**src/design/assert_macros.svh**
```systemverilog
// Assertion helpers shared by the RTL files.
`ifndef ASSERT_MACROS_SVH
`define ASSERT_MACROS_SVH

// Same-cycle implication.
`define ASSERT_IMPL(label, clk, rst, ante, cons) \
  label: assert property (@(posedge clk) disable iff (rst) (ante) |-> (cons)) \
    else $error("%m: assertion failed");

// Next-cycle implication.
`define ASSERT_NEXT(label, clk, rst, ante, cons) \
  label: assert property (@(posedge clk) disable iff (rst) (ante) |=> (cons)) \
    else $error("%m: assertion failed");

`endif

```
**src/design/irr_pkg.sv**
```systemverilog
package irr_pkg;

  localparam int CFG_DATA_W = 20;
  localparam int TIMER_W = 20;
  localparam int HALF_W = 10;
  localparam int SAMPLES_W = 4;
  localparam int TAG_W = 8;
  localparam int CM_W = 7;
  localparam int BYTE_W = 8;
  localparam int BITPOS_W = 4;

  localparam int TABLE_ENTRIES = 9;
  localparam int CM_PER_STEP = 10;
  localparam logic [BITPOS_W-1:0] BITS_PER_BYTE = 4'd8;

  localparam logic [BYTE_W-1:0] THRESHOLDS [TABLE_ENTRIES] = '{
    8'd190, 8'd135, 8'd107, 8'd95, 8'd87, 8'd80, 8'd77, 8'd75, 8'd0
  };

  typedef enum logic [1:0] {
    CFG_READY_TIMEOUT = 2'd0,
    CFG_REST          = 2'd1,
    CFG_HALF_BIT      = 2'd2,
    CFG_SAMPLES       = 2'd3
  } irr_cfg_index_t;

  typedef enum logic [5:0] {
    PH_IDLE  = 6'b000001,
    PH_START = 6'b000010,
    PH_RETRY = 6'b000100,
    PH_LEAD  = 6'b001000,
    PH_READ  = 6'b010000,
    PH_REST  = 6'b100000
  } irr_phase_t;

  typedef struct packed {
    logic [TIMER_W-1:0]   ready_timeout_ticks;
    logic [TIMER_W-1:0]   rest_ticks;
    logic [HALF_W-1:0]    half_bit_ticks;
    logic [SAMPLES_W-1:0] samples_per_reading;
  } irr_cfg_t;

  typedef struct packed {
    logic             trigger;
    logic [TAG_W-1:0] requester;
    logic             sensor_level;
  } irr_item_t;

  typedef struct packed {
    logic             clock_drive;
    logic             done_res;
    logic [CM_W-1:0]  distance_cm;
    logic [TAG_W-1:0] client_tag;
    logic             rejected;
    logic             timed_out;
    logic             busy_res;
  } irr_res_t;

  // Priority search of the threshold table; the last entry always matches.
  function automatic logic [CM_W-1:0] to_cm(input logic [BYTE_W-1:0] value);
    logic [CM_W-1:0] cm;
    cm = '0;
    for (int i = TABLE_ENTRIES - 1; i >= 0; i--) begin
      if (value >= THRESHOLDS[i]) begin
        cm = CM_W'((i + 1) * CM_PER_STEP);
      end
    end
    return cm;
  endfunction

endpackage

```
**src/design/irr_req_if.sv**
```systemverilog
interface irr_req_if import irr_pkg::*; ();
  logic             valid;
  logic             ready;
  logic             trigger;
  logic [TAG_W-1:0] requester;
  logic             sensor_level;

  modport source (output valid, output trigger, output requester, output sensor_level,
                  input ready);
  modport sink (input valid, input trigger, input requester, input sensor_level,
                output ready);
endinterface

```
**src/design/irr_res_if.sv**
```systemverilog
interface irr_res_if import irr_pkg::*; ();
  logic             valid;
  logic             ready;
  logic             clock_drive;
  logic             done_res;
  logic [CM_W-1:0]  distance_cm;
  logic [TAG_W-1:0] client_tag;
  logic             rejected;
  logic             timed_out;
  logic             busy_res;

  modport source (output valid, output clock_drive, output done_res, output distance_cm,
                  output client_tag, output rejected, output timed_out, output busy_res,
                  input ready);
  modport sink (input valid, input clock_drive, input done_res, input distance_cm,
                input client_tag, input rejected, input timed_out, input busy_res,
                output ready);
endinterface

```
**src/design/ir_ranger_serial_reader_core.sv**
```systemverilog
// Infrared ranger readout controller. Each request transaction is one
// microsecond tick and yields exactly one result transaction, in order. A tick
// is taken in every cycle in which the result side keeps up: the tick is held
// in an input register, the sequencer works out the new state and the result
// in one pass, and the result register then offers it. A stall on the result
// side holds both registers, and the input register still takes one more
// tick while the result waits. The user must write registers through the
// configuration port only while no tick is in flight, unchecked by the block.
`include "assert_macros.svh"

module ir_ranger_serial_reader_core import irr_pkg::*; (
  input  logic                  clk,
  input  logic                  rst,
  input  logic                  cfg_we,
  input  logic [1:0]            cfg_index,
  input  logic [CFG_DATA_W-1:0] cfg_wdata,
  irr_req_if.sink               req_ch,
  irr_res_if.source             res_ch
);

  irr_cfg_t  cfg;
  irr_item_t item;
  irr_res_t  res_comb;
  irr_res_t  res_reg;
  logic      item_valid;
  logic      out_valid;
  logic      out_free;
  logic      adv;

  assign out_free = !out_valid || res_ch.ready;
  assign adv = item_valid && out_free;
  assign req_ch.ready = !item_valid || out_free;

  irr_cfg_regs u_cfg (
    .clk       (clk),
    .rst       (rst),
    .cfg_we    (cfg_we),
    .cfg_index (cfg_index),
    .cfg_wdata (cfg_wdata),
    .cfg       (cfg)
  );

  always_ff @(posedge clk) begin
    if (rst) begin
      item_valid <= 1'b0;
    end else if (req_ch.ready) begin
      item_valid <= req_ch.valid;
    end
  end

  always_ff @(posedge clk) begin
    if (req_ch.ready && req_ch.valid) begin
      item.trigger <= req_ch.trigger;
      item.requester <= req_ch.requester;
      item.sensor_level <= req_ch.sensor_level;
    end
  end

  irr_ctrl u_ctrl (
    .clk  (clk),
    .rst  (rst),
    .cfg  (cfg),
    .step (adv),
    .item (item),
    .res  (res_comb)
  );

  always_ff @(posedge clk) begin
    if (rst) begin
      out_valid <= 1'b0;
    end else if (out_free) begin
      out_valid <= adv;
    end
  end

  always_ff @(posedge clk) begin
    if (adv) begin
      res_reg <= res_comb;
    end
  end

  assign res_ch.valid = out_valid;
  assign res_ch.clock_drive = res_reg.clock_drive;
  assign res_ch.done_res = res_reg.done_res;
  assign res_ch.distance_cm = res_reg.distance_cm;
  assign res_ch.client_tag = res_reg.client_tag;
  assign res_ch.rejected = res_reg.rejected;
  assign res_ch.timed_out = res_reg.timed_out;
  assign res_ch.busy_res = res_reg.busy_res;

  `ASSERT_NEXT(a_adv_fills_out, clk, rst, adv, out_valid)
  `ASSERT_NEXT(a_stall_holds_item, clk, rst, item_valid && out_valid && !res_ch.ready,
               item_valid)

endmodule

```
**src/design/irr_cfg_regs.sv**
```systemverilog
module irr_cfg_regs import irr_pkg::*; (
  input  logic                  clk,
  input  logic                  rst,
  input  logic                  cfg_we,
  input  logic [1:0]            cfg_index,
  input  logic [CFG_DATA_W-1:0] cfg_wdata,
  output irr_cfg_t              cfg
);

  always_ff @(posedge clk) begin
    if (rst) begin
      cfg.ready_timeout_ticks <= 20'd200000;
      cfg.rest_ticks <= 20'd5000;
      cfg.half_bit_ticks <= 10'd35;
      cfg.samples_per_reading <= 4'd1;
    end else if (cfg_we) begin
      case (irr_cfg_index_t'(cfg_index))
        CFG_READY_TIMEOUT: cfg.ready_timeout_ticks <= cfg_wdata[TIMER_W-1:0];
        CFG_REST:          cfg.rest_ticks <= cfg_wdata[TIMER_W-1:0];
        CFG_HALF_BIT:      cfg.half_bit_ticks <= cfg_wdata[HALF_W-1:0];
        CFG_SAMPLES:       cfg.samples_per_reading <= cfg_wdata[SAMPLES_W-1:0];
        default: begin
        end
      endcase
    end
  end

endmodule

```
**src/design/irr_ctrl.sv**
```systemverilog
`include "assert_macros.svh"

module irr_ctrl import irr_pkg::*; (
  input  logic      clk,
  input  logic      rst,
  input  irr_cfg_t  cfg,
  input  logic      step,
  input  irr_item_t item,
  output irr_res_t  res
);

  irr_phase_t           phase, phase_next;
  logic [TIMER_W-1:0]   tick_timer, tick_timer_next;
  logic [BITPOS_W-1:0]  bit_position, bit_position_next;
  logic [BYTE_W-1:0]    shift_byte, shift_byte_next;
  logic [CM_W-1:0]      best_distance, best_distance_next;
  logic [SAMPLES_W-1:0] samples_taken, samples_taken_next;
  logic [TAG_W-1:0]     saved_tag, saved_tag_next;
  logic                 last_level;
  logic                 clock_level, clock_level_next;

  logic [TIMER_W-1:0]   timer_inc;
  logic [TIMER_W-1:0]   period;
  logic                 expired;
  logic [BYTE_W-1:0]    sample_byte;
  logic [BITPOS_W-1:0]  bit_inc;
  logic [SAMPLES_W-1:0] taken_inc;
  logic [CM_W-1:0]      sample_cm;
  logic                 done;
  logic                 timed_out;

  assign timer_inc = tick_timer + 1'b1;
  assign sample_byte = {shift_byte[BYTE_W-2:0], item.sensor_level};
  assign bit_inc = bit_position + 1'b1;
  assign taken_inc = samples_taken + 1'b1;
  assign sample_cm = to_cm(sample_byte);

  always_comb begin
    case (phase)
      PH_START:         period = cfg.ready_timeout_ticks;
      PH_RETRY, PH_REST: period = cfg.rest_ticks;
      default:          period = TIMER_W'(cfg.half_bit_ticks);
    endcase
  end

  assign expired = (timer_inc >= period);

  always_comb begin
    phase_next = phase;
    tick_timer_next = tick_timer;
    bit_position_next = bit_position;
    shift_byte_next = shift_byte;
    best_distance_next = best_distance;
    samples_taken_next = samples_taken;
    saved_tag_next = saved_tag;
    clock_level_next = clock_level;
    done = 1'b0;
    timed_out = 1'b0;
    case (phase)
      PH_IDLE: begin
        if (item.trigger) begin
          saved_tag_next = item.requester;
          best_distance_next = '0;
          samples_taken_next = '0;
          clock_level_next = 1'b0;
          tick_timer_next = '0;
          phase_next = PH_START;
        end
      end
      PH_START: begin
        if (!last_level && item.sensor_level) begin
          tick_timer_next = '0;
          bit_position_next = '0;
          shift_byte_next = '0;
          phase_next = PH_LEAD;
        end else begin
          tick_timer_next = expired ? '0 : timer_inc;
          if (expired) begin
            timed_out = 1'b1;
            clock_level_next = 1'b1;
            phase_next = PH_RETRY;
          end
        end
      end
      PH_RETRY: begin
        tick_timer_next = expired ? '0 : timer_inc;
        if (expired) begin
          clock_level_next = 1'b0;
          phase_next = PH_START;
        end
      end
      PH_LEAD: begin
        tick_timer_next = expired ? '0 : timer_inc;
        if (expired) begin
          clock_level_next = 1'b1;
          phase_next = PH_READ;
        end
      end
      PH_READ: begin
        tick_timer_next = expired ? '0 : timer_inc;
        if (expired) begin
          if (clock_level) begin
            clock_level_next = 1'b0;
          end else begin
            shift_byte_next = sample_byte;
            bit_position_next = bit_inc;
            clock_level_next = 1'b1;
            if (bit_inc >= BITS_PER_BYTE) begin
              if (sample_cm > best_distance) begin
                best_distance_next = sample_cm;
              end
              samples_taken_next = taken_inc;
              done = (taken_inc >= cfg.samples_per_reading);
              phase_next = PH_REST;
            end
          end
        end
      end
      PH_REST: begin
        tick_timer_next = expired ? '0 : timer_inc;
        if (expired) begin
          if (samples_taken >= cfg.samples_per_reading) begin
            phase_next = PH_IDLE;
          end else begin
            clock_level_next = 1'b0;
            phase_next = PH_START;
          end
        end
      end
      default: begin
        phase_next = PH_IDLE;
        clock_level_next = 1'b1;
        tick_timer_next = '0;
      end
    endcase
  end

  always_comb begin
    res.clock_drive = clock_level_next;
    res.done_res = done;
    res.distance_cm = done ? best_distance_next : '0;
    res.client_tag = done ? saved_tag_next : '0;
    res.rejected = item.trigger && (phase != PH_IDLE);
    res.timed_out = timed_out;
    res.busy_res = (phase_next != PH_IDLE);
  end

  always_ff @(posedge clk) begin
    if (rst) begin
      phase <= PH_IDLE;
      tick_timer <= '0;
      bit_position <= '0;
      shift_byte <= '0;
      best_distance <= '0;
      samples_taken <= '0;
      saved_tag <= '0;
      last_level <= 1'b0;
      clock_level <= 1'b1;
    end else if (step) begin
      phase <= phase_next;
      tick_timer <= tick_timer_next;
      bit_position <= bit_position_next;
      shift_byte <= shift_byte_next;
      best_distance <= best_distance_next;
      samples_taken <= samples_taken_next;
      saved_tag <= saved_tag_next;
      last_level <= item.sensor_level;
      clock_level <= clock_level_next;
    end
  end

  `ASSERT_IMPL(a_idle_line_high, clk, rst, phase == PH_IDLE, clock_level)
  `ASSERT_IMPL(a_start_line_low, clk, rst, phase == PH_START, !clock_level)
  `ASSERT_NEXT(a_done_then_rest, clk, rst, step && res.done_res, phase == PH_REST)

endmodule
```
**src/flat_wrapper.sv**
```systemverilog
// flat-port wrapper written by rule: the top's interface ports become plain ports
module ir_ranger_serial_reader_core_flat import irr_pkg::*;
  (clk, rst, cfg_we, cfg_index, cfg_wdata, req_ch_valid, req_ch_trigger, req_ch_requester, req_ch_sensor_level, req_ch_ready, res_ch_valid, res_ch_clock_drive, res_ch_done_res, res_ch_distance_cm, res_ch_client_tag, res_ch_rejected, res_ch_timed_out, res_ch_busy_res, res_ch_ready);
  irr_req_if req_ch_i ();
  irr_res_if res_ch_i ();
  input  logic clk;
  input  logic rst;
  input  logic cfg_we;
  input  logic [1:0] cfg_index;
  input  logic [CFG_DATA_W-1:0] cfg_wdata;
  input wire logic [$bits(req_ch_i.valid)-1:0] req_ch_valid;
  input wire logic [$bits(req_ch_i.trigger)-1:0] req_ch_trigger;
  input wire logic [$bits(req_ch_i.requester)-1:0] req_ch_requester;
  input wire logic [$bits(req_ch_i.sensor_level)-1:0] req_ch_sensor_level;
  output wire logic [$bits(req_ch_i.ready)-1:0] req_ch_ready;
  output wire logic [$bits(res_ch_i.valid)-1:0] res_ch_valid;
  output wire logic [$bits(res_ch_i.clock_drive)-1:0] res_ch_clock_drive;
  output wire logic [$bits(res_ch_i.done_res)-1:0] res_ch_done_res;
  output wire logic [$bits(res_ch_i.distance_cm)-1:0] res_ch_distance_cm;
  output wire logic [$bits(res_ch_i.client_tag)-1:0] res_ch_client_tag;
  output wire logic [$bits(res_ch_i.rejected)-1:0] res_ch_rejected;
  output wire logic [$bits(res_ch_i.timed_out)-1:0] res_ch_timed_out;
  output wire logic [$bits(res_ch_i.busy_res)-1:0] res_ch_busy_res;
  input wire logic [$bits(res_ch_i.ready)-1:0] res_ch_ready;
  assign req_ch_i.valid = req_ch_valid;
  assign req_ch_i.trigger = req_ch_trigger;
  assign req_ch_i.requester = req_ch_requester;
  assign req_ch_i.sensor_level = req_ch_sensor_level;
  assign req_ch_ready = req_ch_i.ready;
  assign res_ch_valid = res_ch_i.valid;
  assign res_ch_clock_drive = res_ch_i.clock_drive;
  assign res_ch_done_res = res_ch_i.done_res;
  assign res_ch_distance_cm = res_ch_i.distance_cm;
  assign res_ch_client_tag = res_ch_i.client_tag;
  assign res_ch_rejected = res_ch_i.rejected;
  assign res_ch_timed_out = res_ch_i.timed_out;
  assign res_ch_busy_res = res_ch_i.busy_res;
  assign res_ch_i.ready = res_ch_ready;
  ir_ranger_serial_reader_core u_core (.clk(clk), .rst(rst), .cfg_we(cfg_we), .cfg_index(cfg_index), .cfg_wdata(cfg_wdata), .req_ch(req_ch_i), .res_ch(res_ch_i));
endmodule
```
**config.mk**
```make
export PLATFORM = sky130hd
export DESIGN_NAME = ir_ranger_serial_reader_core_flat
export DESIGN_NICKNAME = d
export VERILOG_FILES = /design/src/design/irr_pkg.sv /design/src/design/irr_req_if.sv /design/src/design/irr_res_if.sv /design/src/design/ir_ranger_serial_reader_core.sv /design/src/design/irr_cfg_regs.sv /design/src/design/irr_ctrl.sv /design/src/flat_wrapper.sv
export VERILOG_INCLUDE_DIRS = /design/src /design/src/design
export SDC_FILE = /design/constraint.sdc
export NUM_CORES = 1
export LEC_CHECK = 0
export ABC_AREA = 1
export BUFFER_PORTS_ARGS = -buffer_cell sky130_fd_sc_hd__buf_2
export CORE_MARGIN = 4
export CORE_UTILIZATION = 60
export CTS_BUF_LIST = sky130_fd_sc_hd__clkbuf_4 sky130_fd_sc_hd__clkbuf_8 sky130_fd_sc_hd__clkbuf_16
export CTS_CLUSTER_DIAMETER = 200
export CTS_CLUSTER_SIZE = 30
export DETAILED_ROUTE_END_ITERATION = 8
export GPL_ROUTABILITY_DRIVEN = 0
export HOLD_SLACK_MARGIN = 0.15
export PLACE_DENSITY = 0.89
export REMOVE_ABC_BUFFERS = 1
export SLEW_MARGIN = 30
export SYNTH_ARGS = -nofsm -noshare
export SYNTH_HDL_FRONTEND = slang
export SYNTH_SLANG_ARGS = --single-unit
```
**constraint.sdc**
```tcl
create_clock -name clk -period 4.6 [get_ports clk]
set_clock_uncertainty 0.05 [all_clocks]
set_input_delay 0.46 -clock clk [delete_from_list [all_inputs] [get_ports clk]]
set_output_delay 0.46 -clock clk [all_outputs]
set_load 0.05 [all_outputs]
```
After elaboration in Yosys (flattened, before gate mapping) --
Index checks and enable logic that the tools add are counted.
Operators by class: add/sub/neg operators 3, order comparisons 14, eq/ne operators 16, muxes and demuxes 60, bitwise logic cells 1, reductions and logical operators 22
Operators with widths (number):
- 7-bit two-way mux | 17
- 20-bit two-way mux | 3
- 20-bit case mux with 3 select lines | 1
- 6-bit two-way mux | 9
- 8-bit by 7-bit greater-or-equal comparator with 1-bit output (second input constant) | 6
- 20-bit case mux with 2 select lines | 1
- 6-bit case mux with 6 select lines | 1
- 4-bit two-way mux | 7
- 7-bit case mux with 2 select lines | 2
- 20-bit by 1-bit adder with 20-bit output (second input constant) | 1
- 20-bit greater-or-equal comparator | 1
- 8-bit greater-or-equal comparator (second input constant) | 2
- 8-bit two-way mux | 2
- 4-bit case mux with 2 select lines | 2
- 1-bit two-way mux | 13
- 6-bit by 1-bit inequality test with 1-bit output (second input constant) | 2
- 2-bit AND reduction | 5
- 4-bit by 1-bit adder with 4-bit output (second input constant) | 2
- 4-bit greater-or-equal comparator | 2
- 8-bit by 1-bit greater-or-equal comparator with 1-bit output (second input constant) | 1
- 2-bit inequality test (second input constant) | 4
- 7-bit > comparator | 1
- 6-bit by 1-bit equality test with 1-bit output (second input constant) | 1
- 6-bit by 2-bit equality test with 1-bit output (second input constant) | 1
- other kinds (20) | 29
Word-level totals: register bits after elaboration 144, input port bits 37, output and inout port bits 22

Longest topological paths before layout --
depth in word-level cells 16, mapped depth 25

Modules after synthesis --
A second synthesis with hierarchy kept.
Second synthesis, totals: cells, all modules 1073, area total of the unflattened synthesis 7801.2 sq um
Modules (own cells, without submodules):
- irr_ctrl | times used 1, cells an instance 708, area each 4613.2 sq um, seq. area each 1161.1 sq um
- irr_cfg_regs | times used 1, cells an instance 323, area each 2195.9 sq um, seq. area each 1081.0 sq um
- ir_ranger_serial_reader_core | times used 1, cells an instance 42, area each 992.2 sq um, seq. area each 940.9 sq um

Least setup slack after synthesis --
OpenSTA, ideal clock, no wires.
path type reg-to-reg, start register u_core.u_ctrl.tick_timer[0], end register u_core.res_reg, in the netlist u_core.res_ch.clock_drive (data pin), library setup time 277 ps, data arrival time 3060 ps, data required time 4273 ps, path slack 1212 ps, stages on the path, launching flop included 21, path buffers 0, period minus slack after synthesis 3388 ps, cells stage by stage dfxtp_1 ha_1 nand2_1 nor2_1 nand3_1 nor2_1 nand3_1 nor2_1 nand3_1 xnor2_1 ha_1 nand2_1 nor2_1 nand2_1 nor2_1 nand2_1 nand4_1 inv_1 ha_1 a221oi_1 nand3_1
RTL lines:
- start: declaration | line irr_ctrl.sv:13 | logic [TIMER_W-1:0] tick_timer, tick_timer_next;
- start signal: assignment | line irr_ctrl.sv:161 | tick_timer <= tick_timer_next;
- end signal: assignment | line ir_ranger_serial_reader_core.sv:78 | res_reg <= res_comb;
- end: declaration | line ir_ranger_serial_reader_core.sv:24 | irr_res_t res_reg;

==> impl_metrics.ini <==
[pwr]
p_int_mw = 2.35
seqPwrFrac = 0.441
clkPwrFrac = 0.454
power.switching_mw = 0.775
pwr-share-comb = 0.104
swShare = 0.248
p_leak_nw = 3.85
vdd_drop_max_uv = 298
p_per_area_nw_per_um2 = 371

[setup_path]
path_delay_family = simple AND/OR/NAND/NOR gates
cp_cell_sequence = ha_1 > nand2_1 > nor2_1 > nand3_1 > nor2_1 > nand3_1 > nor2_1 > nand3_1 > xnor2_1 > ha_1 > nand2_1 > nor2_1 > nand2_1 > nor2_1 > nand2_1 > nand4_1 > inv_1 > ha_1 > a221oi_1 > nand3_1
start_kind = flop
path_buf_inv = 1
path_class = reg2reg
critPathRequiredTime_ps = 4700
critPathMaxFanout = 6
critPathArrivalTime_ps = 4220
worst_path_most_repeated_cell = nor2_1
critPathCaptureType = flop
slowest_delay_ps = 410
worst_path_max_delay_cell = dfxtp_1

[global_routing]
grt_max_degree = 58
antenna_found_initial = 0
overflow = 0
grt_pass1_wl_um = 28500
track_usage = 0.244
first_global_vias = 6327

[sta]
hold-worst-slack_ps = 158
timing.final.crit_share = 0.895
relSlewSlack = 0.509
finalCriticalPeriod_ps = 4120
finalHoldViolCount = 0
tightestPinTransition_ps = 735
worst_slack_ps = 482
max_clock_freq_ghz = 0.243
report.final.setup_viol = 0
drv_slew = 0
grt_setup_unrepaired = false
totalNegativeSetupSlack_ps = 0

[drt]
antenna_left = 0
dr.pass1.iters = 5
vias = 6652
drtIter0Drc = 604
vias_per_cell = 5.55
route.detailed.drc = 0
drt-total-wl_um = 16700
wl_per_cell_um = 13.9

[logic_synthesis]
synthCells = 982
synth_area_um2 = 7320
ys.flop_type = dfxtp_1
ys_types = 45
synth_edf_count = 30
synth-async-reset-ratio = 0
synth_seq_area_share = 0.435
synth_seq_cells = 144
avgSynthCellArea_um2 = 7.45
ys_warn_count = 0

[clock_tree]
clock_path_buffers = 2
clkTransAtPathRegs_ps = 60
cts_sinks = 144
htree_levels = 4
cts_tree = done
cts_root_buf = clkbuf_16
clk_latency_ps = 430
numCtsBuffers = 17

[finish]
fin_util = 0.703
drive_gt1_frac = 0.115
num_antenna_cells = 0
layout.nets = 1116
synthToLayoutAreaGrowth_pct = 15.0

[placement]
dp.final_hpwl_um = 10700
portBuffers = 58
pre_cts_ws_ps = 339

[run]
maxCapViolCount = 0

[floorplan]
die_y_um = 118
die_width_um = 118
start_util = 0.612
io_pins = 59
rows = 40
core_um2 = 12000
die_area_um2 = 14000

[min_path]
worst_hold_path_type = in2reg

[outcome]
status = finished, final reports clean
sequential cells by signal, indices dropped and copies added, names as in the netlist, 6 cells and up:
register,flops
u_core.res_ch.distance_cm,7
u_core.res_ch.client_tag,8
u_core.u_ctrl.tick_timer,20
u_core.u_ctrl.phase,6
u_core.item,10
u_core.u_ctrl.shift_byte,7
u_core.u_ctrl.best_distance,7
u_core.u_cfg.cfg,54
u_core.u_ctrl.saved_tag,8
per-layer routing:
layer  up-vias  GRT usage  wire (µm)
li1       3339          -          -
met1      3059      0.320       7560
met2       219      0.399       7870
met3        35     0.0574        945
met4         0     0.0804        304
met5         -          0          0
repair_timing:
| item | CTS | global route |
|---|---|---|
| hold endpoints to repair | 3 | 1 |
| resized for setup | 0 | 1 |
| setup endpoints to repair | 0 | 20 |
| buffers inserted | 0 | 3 |
| hold buffers | 3 | 1 |
cell usage in the layout (no fill, tap or decap), types with 2 or more instances in the layout:
master and instances:
a21oi_1 103, buf_4 13, inv_1 132, nor3_2 2, clkinvlp_4 2, a221oi_1 8
xnor2_1 7, o21bai_1 2, clkbuf_8 4, nand3_2 2, nor3_1 9, dfxtp_1 114
dlygate4sd3_1 4, a22oi_1 11, inv_2 3, xor2_1 11, edfxtp_1 30, nand2_1 205
nand3_1 46, o211ai_1 2, a22o_1 2, nand2_2 4, clkinv_1 2, nor2_1 106
ha_1 39, buf_2 58, clkbuf_16 20, clkinv_2 3, nor2_2 3, nand4_1 10
o31ai_1 2, o21ai_0 75
cells in the mapped netlist (2+ instances only):
library cell | count | share of area
a21oi_1 | 103 | 0.070
a221oi_1 | 8 | 0.0096
a22o_1 | 2 | 0.0024
a22oi_1 | 11 | 0.011
buf_2 | 4 | 0.0027
clkbuf_1 | 30 | 0.015
clkinv_1 | 2 | 0.0010
dfxtp_1 | 114 | 0.31
edfxtp_1 | 30 | 0.12
ha_1 | 39 | 0.067
inv_1 | 132 | 0.068
inv_2 | 3 | 0.0015
nand2_1 | 206 | 0.11
nand2_2 | 3 | 0.0026
nand3_1 | 46 | 0.031
nand3_2 | 2 | 0.0027
nand4_1 | 10 | 0.0086
nor2_1 | 106 | 0.054
nor2_2 | 3 | 0.0026
nor3_1 | 10 | 0.0068
o211ai_1 | 2 | 0.0021
o21ai_0 | 75 | 0.051
o21bai_1 | 2 | 0.0021
o31ai_1 | 2 | 0.0021
xnor2_1 | 7 | 0.0084
xor2_1 | 11 | 0.013
worst register-to-register path, cell delays in order, from the launching register on:
cell and delay (ps):
dfxtp_1 410, ha_1 190, nand2_1 70, nor2_1 200, nand3_1 130, nor2_1 180, nand3_1 140, nor2_1 190
nand3_1 110, xnor2_1 160, ha_1 280, nand2_1 60, nor2_1 250, nand2_1 110, nor2_1 120, nand2_1 60
nand4_1 200, inv_1 150, ha_1 300, a221oi_1 310, nand3_1 140
through the flow:
stage	area (µm²)	cells	power, mW
after floorplan	7170	946	1.61
after global routing	8410	1199	3.25
after global placement	7720	1161	1.70
after CTS	8380	1195	3.12
final	8410	1199	3.12
after detailed placement	7720	1161	1.72
layout make-up:
| cell class | instances | area, µm² |
|---|---|---|
| sequential | 144 | 3180 |
| timing repair buffer | 75 | 428 |
| multi-input combinational | 664 | 3470 |
| clock inverter | 6 | 63.8 |
| fill | 930 | 3550 |
| clock buffer | 25 | 563 |
| tap | 147 | 184 |
| inverter | 138 | 519 |
cells by family after synthesis:
kind of cell | Yosys count | synth area share
fa+ha+maj | 39 | 0.0667
buf+inv | 174 | 0.0912
xor+xnor | 19 | 0.0238
flops | 144 | 0.435
compound gates | 213 | 0.159
simple gates | 393 | 0.224
worst paths after layout:
kind,slack [ps],cells after the start,to,from
hold / removal,160,1,u_core.item[5]$_DFFE_PP_,req_ch_requester[4]
setup reg to reg,480,20,u_core.res_ch.clock_drive$_DFFE_PP_,u_core.u_ctrl.tick_timer[0]$_SDFFE_PP0P_
setup / recovery,480,20,u_core.res_ch.clock_drive$_DFFE_PP_,u_core.u_ctrl.tick_timer[0]$_SDFFE_PP0P_
hold reg to reg,410,2,u_core.u_cfg.cfg[8]$_SDFFE_PP0P_,u_core.u_cfg.cfg[8]$_SDFFE_PP0P_
power groups by stage:
stage / combinational (mW) / clock, mW / sequential (mW)
2_1_floorplan: 0.181 / 0 / 1.43
3_3_place_gp: 0.303 / 0 / 1.40
3_5_place_dp: 0.312 / 0 / 1.40
4_1_cts: 0.321 / 1.43 / 1.38
5_1_grt: 0.369 / 1.49 / 1.38
6_report: 0.326 / 1.42 / 1.38
(Power assumes the default switching activity.)
